===== src/rtl/core/lru_pft_pkg.sv =====
// Package for the LRU page frame tracker: sizes, the per-cell control bundle
// and the configuration register index. No dependencies.
`default_nettype none

package lru_pft_pkg;

  localparam int MaxFrames = 8;
  localparam int PageBits  = 16;
  localparam int CountW    = $clog2(MaxFrames + 1);
  localparam int FcW       = 4;
  localparam int PaddrW    = 3;

  localparam logic [CountW-1:0] MaxFramesC = CountW'(MaxFrames);

  typedef logic [PageBits-1:0] page_t;
  typedef logic [CountW-1:0]   count_t;

  typedef enum logic [0:0] {
    RegFrameCount = 1'b0,
    RegUnused     = 1'b1
  } reg_idx_e;

  typedef struct packed {
    logic load;        // A beat is taken in this cycle.
    logic head;        // This cell is the most recent position.
    logic occupied;    // This cell holds a resident page.
    logic hit;         // The referenced page is resident somewhere.
    logic miss_shift;  // On a miss, this cell takes its neighbor's page.
    logic evict_sel;   // This cell holds the page that a miss evicts.
    logic tail_sel;    // This cell holds the least recent page.
  } cell_ctl_t;

endpackage

`default_nettype wire


===== src/rtl/core/lru_pft_cell.sv =====
// One recency position of the LRU tracker. It compares its page against the
// reference, takes its neighbor's page on a shift and drives the select chains.
// Depends on lru_pft_pkg.
`default_nettype none

module lru_pft_cell (
  input  wire logic                  clk_i,
  input  wire lru_pft_pkg::cell_ctl_t ctl_i,
  input  wire lru_pft_pkg::page_t    ref_page_i,
  input  wire lru_pft_pkg::page_t    prev_page_i,
  input  wire logic                  seen_i,
  input  wire lru_pft_pkg::page_t    evict_i,
  input  wire lru_pft_pkg::page_t    tail_i,
  output      lru_pft_pkg::page_t    page_o,
  output      logic                  seen_o,
  output      lru_pft_pkg::page_t    evict_o,
  output      lru_pft_pkg::page_t    tail_o
);

  lru_pft_pkg::page_t page_q;
  lru_pft_pkg::page_t page_d;
  logic               match;
  logic               shift;

  always_comb begin
    match   = ctl_i.occupied && (page_q == ref_page_i);
    seen_o  = seen_i | match;
    shift   = ctl_i.head | (ctl_i.hit ? !seen_i : ctl_i.miss_shift);
    page_d  = shift ? prev_page_i : page_q;
    evict_o = evict_i | (ctl_i.evict_sel ? page_q : '0);
    tail_o  = tail_i | (ctl_i.tail_sel ? page_q : '0);
  end

  always_ff @(posedge clk_i) begin
    if (ctl_i.load) begin
      page_q <= page_d;
    end
  end

  assign page_o = page_q;

endmodule

`default_nettype wire


===== src/rtl/core/lru_page_frame_tracker_top.sv =====
// Top level of the LRU page frame tracker: APB register, occupancy control and
// the chain of recency cells. Depends on lru_pft_pkg and lru_pft_cell.
//
// For each page reference raised on start, the cells compare and reorder at
// the edge that takes the beat, and the next cycle reads the least recent page
// out of the tail cell and presents the result for exactly one cycle on done_o,
// during which busy is high. A new beat can follow directly after that cycle.
// The receiver cannot stall the result.
`default_nettype none

module lru_page_frame_tracker_top (
  input  wire logic        clk_i,
  input  wire logic        rst_ni,
  input  wire logic        psel,
  input  wire logic        penable,
  input  wire logic        pwrite,
  input  wire logic [lru_pft_pkg::PaddrW-1:0] paddr,
  input  wire logic [31:0] pwdata,
  output      logic [31:0] prdata,
  output      logic        pready,
  input  wire logic        start,
  output      logic        busy,
  input  wire logic [lru_pft_pkg::PageBits-1:0] page_i,
  output      logic        done_o,
  output      logic        hit_o,
  output      logic        evict_valid_o,
  output      logic [15:0] evicted_page_o,
  output      logic [3:0]  resident_count_o,
  output      logic [15:0] oldest_page_o
);

  localparam int N = lru_pft_pkg::MaxFrames;

  logic [lru_pft_pkg::FcW-1:0] frame_count_q;
  lru_pft_pkg::count_t         occ_q, occ_d, limit, upto;
  logic                        pend_q;
  logic                        hit_q, evict_q;
  lru_pft_pkg::page_t          evicted_q;
  logic                        accept, hit, at_limit, cfg_wr;
  lru_pft_pkg::reg_idx_e       reg_idx;

  lru_pft_pkg::cell_ctl_t      ctl   [N];
  lru_pft_pkg::page_t          pages [N];
  lru_pft_pkg::page_t          prev  [N];
  logic                        seen  [N+1];
  lru_pft_pkg::page_t          evc   [N+1];
  lru_pft_pkg::page_t          tail  [N+1];

  assign pready  = 1'b1;
  assign reg_idx = lru_pft_pkg::reg_idx_e'(paddr[2]);
  assign cfg_wr  = psel && penable && pwrite;

  always_comb begin
    prdata = '0;
    unique case (reg_idx)
      lru_pft_pkg::RegFrameCount: prdata = 32'(frame_count_q);
      default:                    prdata = '0;
    endcase
  end

  always_ff @(posedge clk_i or negedge rst_ni) begin
    if (!rst_ni) begin
      frame_count_q <= lru_pft_pkg::FcW'(8);
    end else if (cfg_wr && reg_idx == lru_pft_pkg::RegFrameCount) begin
      frame_count_q <= pwdata[lru_pft_pkg::FcW-1:0];
    end
  end

  assign accept = start && !busy;
  assign busy   = pend_q;

  always_comb begin
    if (frame_count_q == '0) begin
      limit = lru_pft_pkg::CountW'(1);
    end else if (lru_pft_pkg::CountW'(frame_count_q) > lru_pft_pkg::MaxFramesC) begin
      limit = lru_pft_pkg::MaxFramesC;
    end else begin
      limit = lru_pft_pkg::CountW'(frame_count_q);
    end
    hit      = seen[N];
    at_limit = occ_q >= limit;
    upto     = at_limit ? limit - lru_pft_pkg::CountW'(1) : occ_q;
    if (hit) begin
      occ_d = occ_q;
    end else if (at_limit) begin
      occ_d = limit;
    end else begin
      occ_d = occ_q + lru_pft_pkg::CountW'(1);
    end
  end

  assign seen[0] = 1'b0;
  assign evc[0]  = '0;
  assign tail[0] = '0;

  for (genvar i = 0; i < N; i++) begin : g_cell
    if (i == 0) begin : g_head
      assign prev[i] = page_i;
    end else begin : g_body
      assign prev[i] = pages[i-1];
    end

    always_comb begin
      ctl[i].load       = accept;
      ctl[i].head       = (i == 0);
      ctl[i].occupied   = lru_pft_pkg::CountW'(i) < occ_q;
      ctl[i].hit        = hit;
      ctl[i].miss_shift = lru_pft_pkg::CountW'(i) <= upto;
      ctl[i].evict_sel  = lru_pft_pkg::CountW'(i) == limit - lru_pft_pkg::CountW'(1);
      ctl[i].tail_sel   = lru_pft_pkg::CountW'(i) == occ_q - lru_pft_pkg::CountW'(1);
    end

    lru_pft_cell u_cell (
      .clk_i       (clk_i),
      .ctl_i       (ctl[i]),
      .ref_page_i  (page_i),
      .prev_page_i (prev[i]),
      .seen_i      (seen[i]),
      .evict_i     (evc[i]),
      .tail_i      (tail[i]),
      .page_o      (pages[i]),
      .seen_o      (seen[i+1]),
      .evict_o     (evc[i+1]),
      .tail_o      (tail[i+1])
    );
  end

  always_ff @(posedge clk_i or negedge rst_ni) begin
    if (!rst_ni) begin
      occ_q  <= '0;
      pend_q <= 1'b0;
    end else begin
      pend_q <= accept;
      if (accept) begin
        occ_q <= occ_d;
      end
    end
  end

  always_ff @(posedge clk_i) begin
    if (accept) begin
      hit_q     <= hit;
      evict_q   <= !hit && at_limit;
      evicted_q <= (!hit && at_limit) ? evc[N] : '0;
    end
  end

  assign done_o           = pend_q;
  assign hit_o            = hit_q;
  assign evict_valid_o    = evict_q;
  assign evicted_page_o   = evicted_q;
  assign resident_count_o = 4'(occ_q);
  assign oldest_page_o    = tail[N];

  a_one_cycle: assert property (@(posedge clk_i) disable iff (!rst_ni)
    busy |=> !busy) else $error("result held longer than one cycle");

  a_accept_done: assert property (@(posedge clk_i) disable iff (!rst_ni)
    accept |=> done_o) else $error("accepted beat gave no result");

  a_count_range: assert property (@(posedge clk_i) disable iff (!rst_ni)
    done_o |-> (occ_q != '0 && occ_q <= lru_pft_pkg::MaxFramesC))
    else $error("resident count out of range");

  a_evict_miss: assert property (@(posedge clk_i) disable iff (!rst_ni)
    (done_o && evict_valid_o) |-> (!hit_o && occ_q == $past(limit)))
    else $error("eviction on a hit or below the frame limit");

endmodule

`default_nettype wire


===== config.mk =====
export PLATFORM = sky130hd
export DESIGN_NAME = lru_page_frame_tracker_top
export DESIGN_NICKNAME = d
export VERILOG_FILES = /design/src/rtl/core/lru_pft_pkg.sv /design/src/rtl/core/lru_pft_cell.sv /design/src/rtl/core/lru_page_frame_tracker_top.sv
export SDC_FILE = /design/constraint.sdc
export NUM_CORES = 1
export LEC_CHECK = 0
export BUFFER_PORTS_ARGS = -buffer_cell sky130_fd_sc_hd__clkbuf_2
export CAP_MARGIN = 25
export CORE_MARGIN = 2
export CORE_UTILIZATION = 53
export DETAILED_ROUTE_END_ITERATION = 10
export PLACE_DENSITY = 0.77
export SYNTH_ARGS = -nofsm -noshare
export SYNTH_HDL_FRONTEND = slang
export SYNTH_HIERARCHICAL = 1
export SYNTH_SLANG_ARGS = --single-unit

===== constraint.sdc =====
create_clock -name clk_i -period 3.8 [get_ports clk_i]
set_clock_uncertainty 0.2 [all_clocks]
set_input_delay 0.57 -clock clk_i [delete_from_list [all_inputs] [get_ports clk_i]]
set_output_delay 0.57 -clock clk_i [all_outputs]
set_load 0.01 [all_outputs]

### Word level (Yosys, flattened, before mapping)

Cells that the tools add are included.
Widths: inputs -> output; s select.

* register bits: 155
* input bits: 57
* output and inout port bits: 73
* word-level logic and storage cells: 140

* add/sub/neg operators: 3
* order comparisons: 17
* equality and inequality tests: 22
* multiplexer cells: 28
* bitwise operators: 23
* reduce and logical (&&, ||, !) cells: 33

Operator list (number)
* $mux 16: 16
* $or 16x16->16: 14
* $eq 16x16->1: 8
* $eq 3x4->1 const A: 8
* $mux 4: 5
* $eq 2x4->1 const A: 4
* $le 3x4->1 const A: 4
* $lt 3x4->1 const A: 4
* $reduce_and 2->1: 8
* $logic_and 1x1->1: 13
* $logic_not 4->1: 3
* $logic_not 1->1: 9
* $eq 1x4->1 const A: 2
* $le 2x4->1 const A: 2
* $lt 1x4->1 const A: 2
* $lt 2x4->1 const A: 2
* $sub 4x1->4 const B: 2
* $mux 1: 7
* $or 1x1->1: 7
* $add 4x1->4 const B: 1
* $ge 4x4->1: 1
* $gt 4x4->1 const B: 1
* $le 1x4->1 const A: 1
* $not 1->1: 2

### Logic depth before layout (Yosys ltp)

Gate-level depths: netlist of the first run.

* depth in word-level cells: 13
* gate-level depth with buffers: 18
* depth with buffers taken out: 16

### By module

Netlist of the first run, hierarchy kept.

Modules (own cells, without submodules)
* lru_pft_cell: times used 8, cells an instance 77, area each 935.9 sq um, sequential area each 480.5 sq um
* lru_page_frame_tracker_top: times used 1, cells an instance 194, area each 1913.1 sq um, sequential area each 767.0 sq um

### Least setup slack after synthesis of the first run

OpenSTA, ideal clock, no wires.

* path type: register to register
* start: register occ_q[0] (netlist: resident_count_o[0])
* end: register g_cell[1].u_cell.page_q[0], enable pin
* setup time: 0.373 ns
* data arrival time: 3.465 ns
* required time: 3.227 ns
* setup slack: -0.238 ns
* stages on the path, launching flop included: 15
* path buffers: 1
* clock period less this slack: 4.038 ns
* cells stage by stage: dfrtp_1 -> clkbuf_1 -> inv_1 -> ha_1 -> nand2_1 -> a41o_1 -> a41o_1 -> a41o_1 -> a41o_1 -> a41o_1 -> a41o_1 -> a41o_1 -> a41o_1 -> a21oi_1 -> o21a_1

RTL lines
* start: declaration: line lru_page_frame_tracker_top.sv:35 `lru_pft_pkg::count_t occ_q, occ_d, limit, upto;`
* start signal: assignment: line lru_page_frame_tracker_top.sv:130 `occ_q <= '0;`
* start signal: assignment: line lru_page_frame_tracker_top.sv:135 `occ_q <= occ_d;`
* end signal: assignment: line lru_pft_cell.sv:36 `page_q <= page_d;`
* end: declaration: line lru_pft_cell.sv:20 `lru_pft_pkg::page_t page_q;`

==> impl_metrics.sql, run 1 <==
INSERT INTO impl_metrics (metric_group, metric, value, unit) VALUES
('die', 'io_pins', '130', ''),
('critical_path', 'path_cells', 'inv_1 -> ha_4 -> buf_4 -> nand2_2 -> nor2_2 -> nor2_2 -> nor2b_4 -> buf_6 -> a21o_1 -> a21o_1 -> a21o_1 -> a21o_1 -> a21o_1 -> a21o_1 -> a21o_1 -> a21o_1 -> clkbuf_2', ''),
('synth', 'synth_sequential_area_ratio', '49.0', '%'),
('run_status', 'outcome', 'finished with violations', ''),
('synth', 'postSynth.topFlopCell', 'sky130_fd_sc_hd__edfxtp_1', ''),
('synth', 'netlist_top_cells_count', 'sky130_fd_sc_hd__a21o_1, sky130_fd_sc_hd__edfxtp_1, sky130_fd_sc_hd__xnor2_1', ''),
('timing', 'clock.fmax', '246', 'MHz'),
('clock_tree', 'cts_buffer_depth', '2', ''),
('timing', 'hold_viol_final', '0', ''),
('layout', 'seqCellArea', '4610', 'um^2'),
('clock_tree', 'h-tree-depth', '4', ''),
('layout', 'antenna-diode-count', '0', ''),
('die', 'area_of_the_die', '18800', 'um^2'),
('timing', 'setup_violations', '128', ''),
('flow_run', 'drv_cap', '0', ''),
('synth', 'synthCells', '810', ''),
('layout', 'design.final.nets', '1083', ''),
('critical_path', 'timing.critical_path.slowest_cell_delay', '0.38', 'ns'),
('power', 'power_per_cell_area', '593', 'nW/um^2'),
('synth', 'synthesis.area', '9400', 'um^2'),
('timing', 'worst_slack', '-0.267', 'ns'),
('route', 'detail_route.drc_violations', '0', ''),
('synth', 'synthesis.yosys.warnings', '6', ''),
('layout', 'multi_input_gate_area_in_the_final_layout', '4750', 'um^2'),
('die', 'start_util', '54.3', '%'),
('synth', 'area_fraction_in_compound_gates_after_synthesis', '24.4', '%'),
('critical_path', 'sort_of_element_at_the_end_of_the_critical_path', 'primary output', ''),
('place', 'port_buffers', '70', ''),
('critical_path', 'cp_max_fo', '8', ''),
('global_routing', 'grt_pass1_wl', '39800', 'um'),
('route', 'ant_nets', '0', ''),
('synth', 'async_flop_share', '5.81', '%'),
('timing', 'final.min_clock_period', '4.07', 'ns'),
('layout', 'share_of_layout_cells_above_drive_strength_1', '25.6', '%'),
('timing', 'tightest_slew', '0.873', 'ns'),
('clock_tree', 'cts_inserted_buffers', '17', ''),
('run_status', 'failed_checks', 'negative setup slack', ''),
('synth', 'synth_largest_area_cell', 'sky130_fd_sc_hd__edfxtp_1', ''),
('die', 'floorplan.die.height', '137', 'um'),
('synth', 'yosysMostFrequentCell', 'sky130_fd_sc_hd__a21o_1', ''),
('synth', 'synth_edf_count', '146', ''),
('place', 'place_hpwl', '18900', 'um'),
('synth', 'synth.ff_latch_count', '155', ''),
('timing', 'grt_setup_unrepaired', 'true', ''),
('synth', 'synthesized_area_per_cell', '11.6', 'um^2'),
('power', 'cellLeakagePower', '5.38', 'nW'),
('timing', 'final_min_period_over_clock_period', '107', '%'),
('layout', 'filler_cell_count', '1243', ''),
('place', 'place_ws', '-0.320', 'ns'),
('synth', 'synth_simple_gate_area_share', '7.07', '%'),
('critical_path', 'critical_path.slowest_cell', 'sky130_fd_sc_hd__dfrtp_1', ''),
('critical_path', 'timing.critical_path.buf_inv', '4', ''),
('synth', 'area_contributors_post_synth', 'sky130_fd_sc_hd__edfxtp_1, sky130_fd_sc_hd__a21o_1, sky130_fd_sc_hd__xnor2_1, sky130_fd_sc_hd__xor2_1, sky130_fd_sc_hd__buf_4', ''),
('route', 'dr_total_vias', '7383', ''),
('die', 'core.rowCount', '48', ''),
('route', 'viasPerCell', '5.90', ''),
('global_routing', 'grt_total_ovfl', '0', ''),
('synth', 'synth_top_family_by_area', 'compound AO/OA/AOI/OAI gates', ''),
('die', 'placeable_core_region', '17300', 'um^2'),
('clock_tree', 'root_buffer', 'sky130_fd_sc_hd__clkbuf_16', ''),
('critical_path', 'cp.arrival', '3.30', 'ns'),
('synth', 'muxShareOfSynthArea', '0.692', '%'),
('route', 'detailedRoute.firstPassIterationCount', '5', ''),
('critical_path', 'worst_setup_path_category', 'reg2out', ''),
('synth', 'synth_top_cell_area_share', '46.6', '%'),
('route', 'dr.first_iter.drc_count', '530', ''),
('synth', 'synth-adder-area-share', '1.73', '%'),
('timing', 'timing.final.max_slew_violations', '0', ''),
('clock_tree', 'cts_num_sinks', '155', ''),
('timing', 'maxSlewHeadroom', '41.8', '%'),
('layout', 'flow.area_growth_from_synthesis', '23.9', '%');
timing repair:
item | 4_1_cts | 5_1_grt
buffers inserted | 12 | 2
hold endpoints to repair | 8 | 0
endpoints found under the setup margin | 128 | 146
pin swaps | 17 | 10
resized for setup | 30 | 21
cloned | 4 | 2
hold buffers | 1 | 0
cell families (layout without fill, tap and decap cells):
logic type,count (synthesis),in the layout
simple gates,120,120
flops,155,155
compound gates,304,304
buf+inv,79,225
fa+ha+maj,13,13
xor+xnor,131,131
mux,6,6
other cells,2,72
placed cells by master (no fill, tap or decap), drive strengths merged, types with 4 or more instances in the layout:
| cell | netlist | layout |
|---|---|---|
| nor4 | 9 | 9 |
| inv | 9 | 16 |
| clkbuf | 20 | 87 |
| nand3 | 11 | 11 |
| clkinv | 0 | 4 |
| o21a | 9 | 9 |
| nor3 | 11 | 11 |
| nand4 | 17 | 17 |
| a41o | 8 | 8 |
| xnor2 | 97 | 97 |
| a21oi | 16 | 16 |
| and2 | 20 | 20 |
| a21o | 256 | 256 |
| nor2 | 22 | 22 |
| nand2 | 7 | 7 |
| mux2 | 4 | 4 |
| xor2 | 34 | 34 |
| buf | 50 | 114 |
| dfrtp | 8 | 8 |
| o21ai | 7 | 7 |
| ha | 13 | 13 |
| nor2b | 16 | 16 |
| edfxtp | 146 | 146 |
| conb | 2 | 72 |
where the power goes:
| group | switching, mW | internal [mW] | total, mW |
|---|---|---|---|
| registers | 0.176 | 2.14 | 2.31 |
| clock network | 0.751 | 0.916 | 1.67 |
| logic | 1.60 | 1.33 | 2.93 |
registers in the layout, summed over array words and instances (netlist names):
signal,cells
g_cell.u_cell/page_o,128
evicted_page_o,16
evict_valid_o,1
busy,1
hit_o,1
frame_count_q,4
resident_count_o,4
worst reg2reg max path: cells and delay by family (launching register included):
kind	cells	cell delay (ns)
buffers and inverters	5	0.74
flip-flops	1	0.41
AO/OA/AOI/OAI	8	1.69
AND/OR/NAND/NOR	2	0.48
adder cells (fa/ha/maj)	1	0.21
routing by layer:
layer / track usage, % / wire (um)
met1: 36.6 / 11000
met2: 48.1 / 13400
met3: 7.03 / 1950
met4: 8.76 / 708
met5: 0 / 0
per-stage QoR:
stage | power [mW] | hold slack, ns | setup TNS, ns
2_1_floorplan | 4.06 | 0.0744 | 0
3_3_place_gp | 4.87 | 0.236 | -28.00
3_5_place_dp | 4.93 | 0.241 | -35.91
4_1_cts | 6.79 | 0.166 | -3.00
5_1_grt | 7.19 | 0.168 | -22.12
6_report | 6.91 | 0.172 | -11.27
layout make-up:
class	count	area share [%]
multi-input cells	646	40.8
flip-flops and latches	155	39.6
clock buffers	18	3.68
inverters	9	0.290
repair buffers	184	12.1
well taps	225	2.42
clock inverters	14	1.15
final timing paths:
kind / slack (ns) / cells after the start / from / to
max reg2reg: -0.17 / 16 / resident_count_o[1]$_DFFE_PN0P_ / g_cell[2].u_cell/page_o[5]$_DFFE_PP_
max: -0.27 / 17 / resident_count_o[0]$_DFFE_PN0P_ / oldest_page_o[13]
min reg2reg: 0.32 / 0 / g_cell[2].u_cell/page_o[2]$_DFFE_PP_ / g_cell[3].u_cell/page_o[2]$_DFFE_PP_
min: 0.17 / 2 / pwdata[2] / frame_count_q[2]$_DFFE_PN0P_
max in group asynchronous: 2.81 / 2 / rst_ni / frame_count_q[3]$_DFFE_PN1P_
min in group asynchronous: 0.33 / 2 / rst_ni / resident_count_o[1]$_DFFE_PN0P_
Note: power is estimated with default switching activity, not from simulation.
==> inputs of run 2 (changes only) <==
--- a/config.mk
+++ b/config.mk
@@ -8,9 +8,10 @@
 export BUFFER_PORTS_ARGS = -buffer_cell sky130_fd_sc_hd__clkbuf_2
 export CAP_MARGIN = 25
 export CORE_MARGIN = 2
-export CORE_UTILIZATION = 53
+export CORE_UTILIZATION = 54
+export CTS_BUF_LIST = sky130_fd_sc_hd__clkbuf_4 sky130_fd_sc_hd__clkbuf_8
 export DETAILED_ROUTE_END_ITERATION = 10
-export PLACE_DENSITY = 0.77
+export PLACE_DENSITY = 0.87
 export SYNTH_ARGS = -nofsm -noshare
 export SYNTH_HDL_FRONTEND = slang
 export SYNTH_HIERARCHICAL = 1
==> impl_metrics.sql, run 2 (synthesis gave the netlist of run 1 again) <==
INSERT INTO impl_metrics (metric_group, metric, value, unit) VALUES
('layout', 'antenna-diode-count', '0', ''),
('global_routing', 'grt_use_met2', '40.9', '%'),
('timing', 'timing.final.max_slew_violations', '0', ''),
('critical_path', 'path_cells', 'inv_2 -> ha_4 -> buf_4 -> nand2_4 -> a41o_1 -> a41o_1 -> a41o_1 -> a41o_1 -> a41o_1 -> a41o_1 -> a41o_1 -> a41o_4 -> clkbuf_16 -> nor2_4 -> a21oi_2 -> o21a_2 -> clkbuf_16', ''),
('run_status', 'failed_checks', 'negative setup slack', ''),
('global_routing', 'grt_pass1_wl', '36200', 'um'),
('global_routing', 'busiest_layer', 'met2', ''),
('timing', 'tightest_slew', '0.712', 'ns'),
('critical_path', 'cp_max_fo', '8', ''),
('layout', 'mostFrequentLayoutCell', 'sky130_fd_sc_hd__a21o_1', ''),
('layout', 'design.final.nets', '1084', ''),
('place', 'port_buffers', '70', ''),
('critical_path', 'worst-r2r-cell-count', '17', ''),
('clock_tree', 'clk_pin_slew_worst_paths', '0.08', 'ns'),
('timing', 'hold_viol_final', '0', ''),
('place', 'place_hpwl', '17200', 'um'),
('clock_tree', 'worst_skew_pair.late_latency', '0.47', 'ns'),
('power', 'power_per_cell_area', '563', 'nW/um^2'),
('critical_path', 'sort_of_element_at_the_end_of_the_critical_path', 'register', ''),
('critical_path', 'cp.arrival', '4.10', 'ns'),
('route', 'ant_nets', '0', ''),
('timing', 'grt_setup_unrepaired', 'true', ''),
('timing', 'setup_violations', '148', ''),
('run_status', 'outcome', 'finished with violations', ''),
('clock_tree', 'cts_inserted_buffers', '17', ''),
('layout', 'share_of_layout_cells_above_drive_strength_1', '27.7', '%'),
('clock_tree', 'h-tree-depth', '4', ''),
('die', 'x_dimension_of_the_die', '136', 'um'),
('die', 'start_util', '54.7', '%'),
('critical_path', 'required', '3.83', 'ns'),
('power', 'cellLeakagePower', '5.36', 'nW'),
('layout', 'largest_register_ffs', '128', ''),
('layout', 'layout.cells.most_common_list', 'sky130_fd_sc_hd__a21o_1, sky130_fd_sc_hd__edfxtp_1, sky130_fd_sc_hd__xnor2_1', ''),
('layout', 'flow.area_growth_from_synthesis', '24.1', '%'),
('die', 'placeable_core_region', '17200', 'um^2'),
('die', 'area_of_the_die', '18500', 'um^2'),
('clock_tree', 'tritoncts_clock_tree', 'done', ''),
('clock_tree', 'root_buffer', 'sky130_fd_sc_hd__clkbuf_8', ''),
('die', 'core.rowCount', '48', ''),
('place', 'final_weighted_congestion_of_routability_driven_global_placement', '0.873', ''),
('critical_path', 'worst_setup_path_category', 'reg2reg', ''),
('timing', 'clock.fmax', '246', 'MHz'),
('global_routing', 'gr-usage-all-layers', '25.6', '%'),
('timing', 'worst_slack', '-0.265', 'ns'),
('global_routing', 'initial_antenna_violation_count', '0', ''),
('hold_path', 'holdCritPathClass', 'in2reg', ''),
('global_routing', 'grt.met1_usage', '35.2', '%'),
('route', 'viasPerCell', '5.84', ''),
('power', 'vdd_drop_max', '0.000320', 'V'),
('global_routing', 'grt_max_degree', '23', ''),
('route', 'wl_per_cell', '20.8', 'um'),
('layout', 'finish.utilization', '67.9', '%'),
('hold_path', 'hold_path_depth', '2', ''),
('critical_path', 'critical_path.slowest_cell', 'sky130_fd_sc_hd__dfrtp_1', ''),
('critical_path', 'setup.worst_path.start_class', 'register', ''),
('timing', 'final.min_clock_period', '4.07', 'ns'),
('route', 'detailedRoute.firstPassIterationCount', '5', ''),
('flow_run', 'drv_cap', '0', ''),
('die', 'io_pins', '130', ''),
('timing', 'maxSlewHeadroom', '52.3', '%'),
('route', 'total_wirelength', '26000', 'um'),
('timing', 'final_min_period_over_clock_period', '107', '%'),
('global_routing', 'grt_total_ovfl', '0', ''),
('die', 'floorplan.die.height', '136', 'um'),
('timing', 'timing.setup.tns', '-28.07', 'ns'),
('clock_tree', 'cts_buffer_depth', '2', ''),
('route', 'dr_total_vias', '7300', ''),
('clock_tree', 'cts_num_sinks', '155', ''),
('global_routing', 'globalRouteMet3Util', '5.29', '%'),
('global_routing', 'number_of_global_route_vias_before_repair', '6777', ''),
('route', 'dr.first_iter.drc_count', '832', ''),
('route', 'detail_route.drc_violations', '0', ''),
('critical_path', 'critical_path.most_common_cell', 'sky130_fd_sc_hd__a41o_1', ''),
('critical_path', 'timing.critical_path.slowest_cell_delay', '0.42', 'ns');
[run 2: cell types whose count changed in the layout (fill, tap and decap cells not counted), sizes merged]
cell	delta
clkbuf	+9
buf	-7
inv	-5
clkinv	+3
[run 2: cell type report]
| cell class | count | area, um^2 |
|---|---|---|
| fill | 1148 | 5510 |
| multi-input combinational | 646 | 4860 |
| sequential | 155 | 4610 |
| timing repair buffer | 185 | 1530 |
| tap | 225 | 282 |
| clock buffer | 19 | 249 |
| clock inverter | 12 | 100 |
| inverter | 9 | 33.8 |
[run 2: final timing paths]
path,startpoint,endpoint,slack (ns)
worst max register to register,resident_count_o[0]$_DFFE_PN0P_,g_cell[7].u_cell/page_o[9]$_DFFE_PP_,-0.27
min in group asynchronous,rst_ni,resident_count_o[3]$_DFFE_PN0P_,0.31
max in group asynchronous,rst_ni,frame_count_q[3]$_DFFE_PN1P_,2.82
worst min register to register,g_cell[4].u_cell/page_o[14]$_DFFE_PP_,g_cell[5].u_cell/page_o[14]$_DFFE_PP_,0.33
worst max-delay path,resident_count_o[0]$_DFFE_PN0P_,g_cell[7].u_cell/page_o[9]$_DFFE_PP_,-0.27
worst min-delay path,pwdata[3],frame_count_q[3]$_DFFE_PN1P_,0.14
[run 2: routing by layer]
layer / up-vias / part of all wire, % / routed length, um
met5: - / 0 / 0
li1: 3278 / - / -
met2: 428 / 48 / 12600
met3: 90 / 7.6 / 1980
met1: 3504 / 40 / 10400
met4: 0 / 4.2 / 1100
[run 2: metrics by stage]
step	power (mW)	area [um^2]	hold slack, ns	setup slack, ns	instances
6_report	6.57	11700	0.138	-0.265	1251
5_1_grt	6.85	11700	0.114	-0.323	1251
4_1_cts	6.10	11100	0.110	-0.224	1230
3_5_place_dp	4.84	10600	0.242	-0.321	1192
3_3_place_gp	4.75	10600	0.238	-0.205	1191
2_1_floorplan	4.06	9660	0.0744	0.0121	880
[run 2: power by group]
group          leakage (nW)  switching [mW]  internal (mW)
clock network         0.180           0.638          0.524
registers              1.49           0.170           2.13
logic                  3.69            1.70           1.40
total                  5.36            2.51           4.06
[run 2: critical path: cells and delay by family, from the launching register on]
family | cells | cell delay (ns)
fa+ha+maj | 1 | 0.14
compound gates | 10 | 2.30
flops | 1 | 0.42
buf+inv | 4 | 0.60
simple gates | 2 | 0.13
[run 2: what timing repair did]
| item | CTS | global route |
|---|---|---|
| pin swaps | 11 | 18 |
| setup buffers | 5 | 11 |
| endpoints found under the hold margin | 9 | 0 |
| setup endpoints to repair | 148 | 148 |
| hold buffers | 1 | 0 |
| cloned | 1 | 10 |
| gates resized for setup | 11 | 73 |
==> inputs of run 3 (changes only) <==
--- a/config.mk
+++ b/config.mk
@@ -16,3 +16,4 @@
 export SYNTH_HDL_FRONTEND = slang
 export SYNTH_HIERARCHICAL = 1
 export SYNTH_SLANG_ARGS = --single-unit
+export TNS_END_PERCENT = 20
==> impl_metrics.sql, run 3 (synthesis gave the netlist of run 1 again) <==
INSERT INTO impl_metrics (metric_group, metric, value, unit) VALUES
('route', 'wl_per_cell', '18.7', 'um'),
('global_routing', 'grt_total_ovfl', '0', ''),
('place', 'port_buffers', '70', ''),
('route', 'detail_route.drc_violations', '0', ''),
('critical_path', 'critPathLaunch', 'resident_count_o[0]$_DFFE_PN0P_', ''),
('clock_tree', 'cts_num_sinks', '155', ''),
('timing', 'timing.final.max_slew_violations', '0', ''),
('critical_path', 'cp.arrival', '3.26', 'ns'),
('route', 'viasPerCell', '5.66', ''),
('clock_tree', 'worst_skew_pair.late_latency', '0.45', 'ns'),
('critical_path', 'worst-r2r-cell-count', '15', ''),
('route', 'dr.first_iter.drc_count', '900', ''),
('place', 'placed_area', '10600', 'um^2'),
('die', 'core.rowCount', '48', ''),
('power', 'combinationalPowerShare', '44.8', '%'),
('run_status', 'outcome', 'finished with violations', ''),
('power', 'p_clk_share', '18.3', '%'),
('flow_run', 'drv_cap', '0', ''),
('timing', 'grt_setup_unrepaired', 'true', ''),
('place', 'place_ws', '-0.272', 'ns'),
('die', 'x_dimension_of_the_die', '136', 'um'),
('run_status', 'failed_checks', 'negative setup slack', ''),
('route', 'dr_total_vias', '6991', ''),
('critical_path', 'required', '3.03', 'ns'),
('power', 'vdd_drop_max', '0.000305', 'V'),
('timing', 'clock.fmax', '248', 'MHz'),
('critical_path', 'worstSetupEndpoint', 'oldest_page_o[5]', ''),
('layout', 'filler_cell_count', '1214', ''),
('timing', 'worst_slack', '-0.234', 'ns'),
('critical_path', 'regToRegEndpoint', 'g_cell[2].u_cell/page_o[4]$_DFFE_PP_', ''),
('global_routing', 'number_of_global_route_vias_before_repair', '6737', ''),
('critical_path', 'cp_max_fo', '15', ''),
('clock_tree', 'clk_pin_slew_worst_paths', '0.09', 'ns'),
('timing', 'final_min_period_over_clock_period', '106', '%'),
('hold_path', 'holdCritPathClass', 'in2reg', ''),
('clock_tree', 'tritoncts_clock_tree', 'done', ''),
('timing', 'setup_violations', '128', ''),
('timing', 'hold-worst-slack', '0.155', 'ns'),
('layout', 'mostFrequentLayoutCell', 'sky130_fd_sc_hd__a21o_1', ''),
('die', 'floorplan.die.height', '136', 'um'),
('place', 'final_weighted_congestion_of_routability_driven_global_placement', '0.867', ''),
('hold_path', 'hold_path_depth', '2', ''),
('critical_path', 'timing.rr.start', 'resident_count_o[1]$_DFFE_PN0P_', ''),
('layout', 'final_cell_area', '11200', 'um^2'),
('power', 'power_per_cell_area', '552', 'nW/um^2'),
('critical_path', 'sort_of_element_at_the_end_of_the_critical_path', 'primary output', ''),
('global_routing', 'initial_antenna_violation_count', '0', ''),
('power', 'p_switching', '2.28', 'mW'),
('timing', 'tightest_slew', '0.695', 'ns'),
('global_routing', 'grt_pass1_wl', '36200', 'um'),
('die', 'start_util', '54.7', '%'),
('die', 'area_of_the_die', '18500', 'um^2'),
('timing', 'maxSlewHeadroom', '53.5', '%'),
('route', 'detailedRoute.firstPassIterationCount', '5', ''),
('layout', 'share_of_layout_cells_above_drive_strength_1', '23.9', '%'),
('critical_path', 'worst-r2r-setup-slack', '-0.08', 'ns'),
('layout', 'design.final.nets', '1069', ''),
('die', 'placeable_core_region', '17200', 'um^2'),
('place', 'place_hpwl', '17100', 'um'),
('route', 'ant_nets', '0', ''),
('layout', 'antenna-diode-count', '0', ''),
('die', 'io_pins', '130', ''),
('power', 'cellLeakagePower', '5.19', 'nW'),
('clock_tree', 'cts_inserted_buffers', '17', ''),
('critical_path', 'worst_setup_path_category', 'reg2out', ''),
('timing', 'final.min_clock_period', '4.03', 'ns'),
('timing', 'hold_viol_final', '0', ''),
('layout', 'flow.area_growth_from_synthesis', '19.6', '%'),
('route', 'total_wirelength', '23100', 'um'),
('critical_path', 'setup.worst_path.start_class', 'register', ''),
('clock_tree', 'h-tree-depth', '4', ''),
('clock_tree', 'root_buffer', 'sky130_fd_sc_hd__clkbuf_8', ''),
('power', 'register_share_of_total_power', '36.9', '%'),
('global_routing', 'grt_max_degree', '29', ''),
('layout', 'layout.cells.most_common_list', 'sky130_fd_sc_hd__a21o_1, sky130_fd_sc_hd__edfxtp_1, sky130_fd_sc_hd__xnor2_1', ''),
('power', 'internal-power', '3.92', 'mW'),
('global_routing', 'gr-usage-all-layers', '25.6', '%'),
('layout', 'largest_register_ffs', '128', ''),
('power', 'switching_power_as_a_share_of_total_power', '36.8', '%'),
('clock_tree', 'cts_buffer_depth', '2', '');
[run 3: cell types whose count changed in the layout (fill, tap and decap cells not counted), sizes merged]
cell | previous run | this run
clkbuf | 96 | 89
clkinvlp | 2 | 3
clkinv | 7 | 5
buf | 107 | 99
[run 3: how the worst min path moves through the flow]
stage / start / to / slack (ns)
after floorplan: rst_ni / busy$_DFF_PN0_ / 0.07
after global placement: rst_ni / resident_count_o[1]$_DFFE_PN0P_ / 0.24
after detailed placement: rst_ni / resident_count_o[1]$_DFFE_PN0P_ / 0.24
after CTS: pwdata[1] / frame_count_q[1]$_DFFE_PN0P_ / 0.13
after global routing: pwdata[1] / frame_count_q[1]$_DFFE_PN0P_ / 0.13
final: pwdata[1] / frame_count_q[1]$_DFFE_PN0P_ / 0.15
[run 3: cell type report]
class                      instances  area, um^2  area share [%]
multi-input combinational        646        4690            41.8
sequential                       155        4610            41.0
timing repair buffer             170        1270            11.3
tap                              225         282            2.50
clock buffer                      19         249            2.22
clock inverter                    11        97.6           0.868
inverter                           9        33.8           0.301
[run 3: power by group through the flow]
stage / Sequential [mW] / Clock [mW] / Combinational (mW)
2_1_floorplan: 2.33 / 0 / 1.73
3_3_place_gp: 2.30 / 0 / 2.44
3_5_place_dp: 2.32 / 0 / 2.51
4_1_cts: 2.28 / 1.15 / 2.66
5_1_grt: 2.31 / 1.22 / 2.97
6_report: 2.29 / 1.14 / 2.78
[run 3: timing repair]
action                     4_1_cts  5_1_grt
hold endpoints to repair         9        0
pin swaps                        8        5
cloned                           1        1
gates resized for setup         19       11
setup buffers                    8        1
hold buffers                     1        0
setup endpoints to repair       86      149
[run 3: per-stage QoR]
stage	power, mW	instances	TNS [ns]	utilization (%)
floorplan	4.06	880	-19.03	-
global placement	4.75	1190	-20.75	61.9
CTS	6.09	1231	-2.03	64.9
detailed placement	4.83	1191	-31.56	62.0
global route	6.51	1235	-23.90	65.4
finish	6.21	1235	-8.37	65.4
[run 3: metal layers]
layer | vias to the layer above | global-route usage (%) | part of all wire, %
met5 | - | 0 | 0
met4 | 0 | 10.5 | 3.4
met3 | 47 | 4.14 | 6.6
met2 | 348 | 41.9 | 48
met1 | 3349 | 34.1 | 42
li1 | 3247 | - | -
[run 3: worst max-delay path, stage by stage, from the launching register on]
cell and delay, ns:
sky130_fd_sc_hd__dfrtp_1 0.40, sky130_fd_sc_hd__buf_6 0.13, sky130_fd_sc_hd__nor2_4 0.11, sky130_fd_sc_hd__xor2_2 0.20
sky130_fd_sc_hd__nor3_2 0.08, sky130_fd_sc_hd__nor2_2 0.18, sky130_fd_sc_hd__nor2b_2 0.08, sky130_fd_sc_hd__buf_6 0.16
sky130_fd_sc_hd__a21o_1 0.18, sky130_fd_sc_hd__a21o_1 0.17, sky130_fd_sc_hd__a21o_1 0.18, sky130_fd_sc_hd__a21o_1 0.16
sky130_fd_sc_hd__a21o_1 0.16, sky130_fd_sc_hd__a21o_1 0.18, sky130_fd_sc_hd__a21o_1 0.16, sky130_fd_sc_hd__a21o_1 0.15
sky130_fd_sc_hd__clkbuf_2 0.12
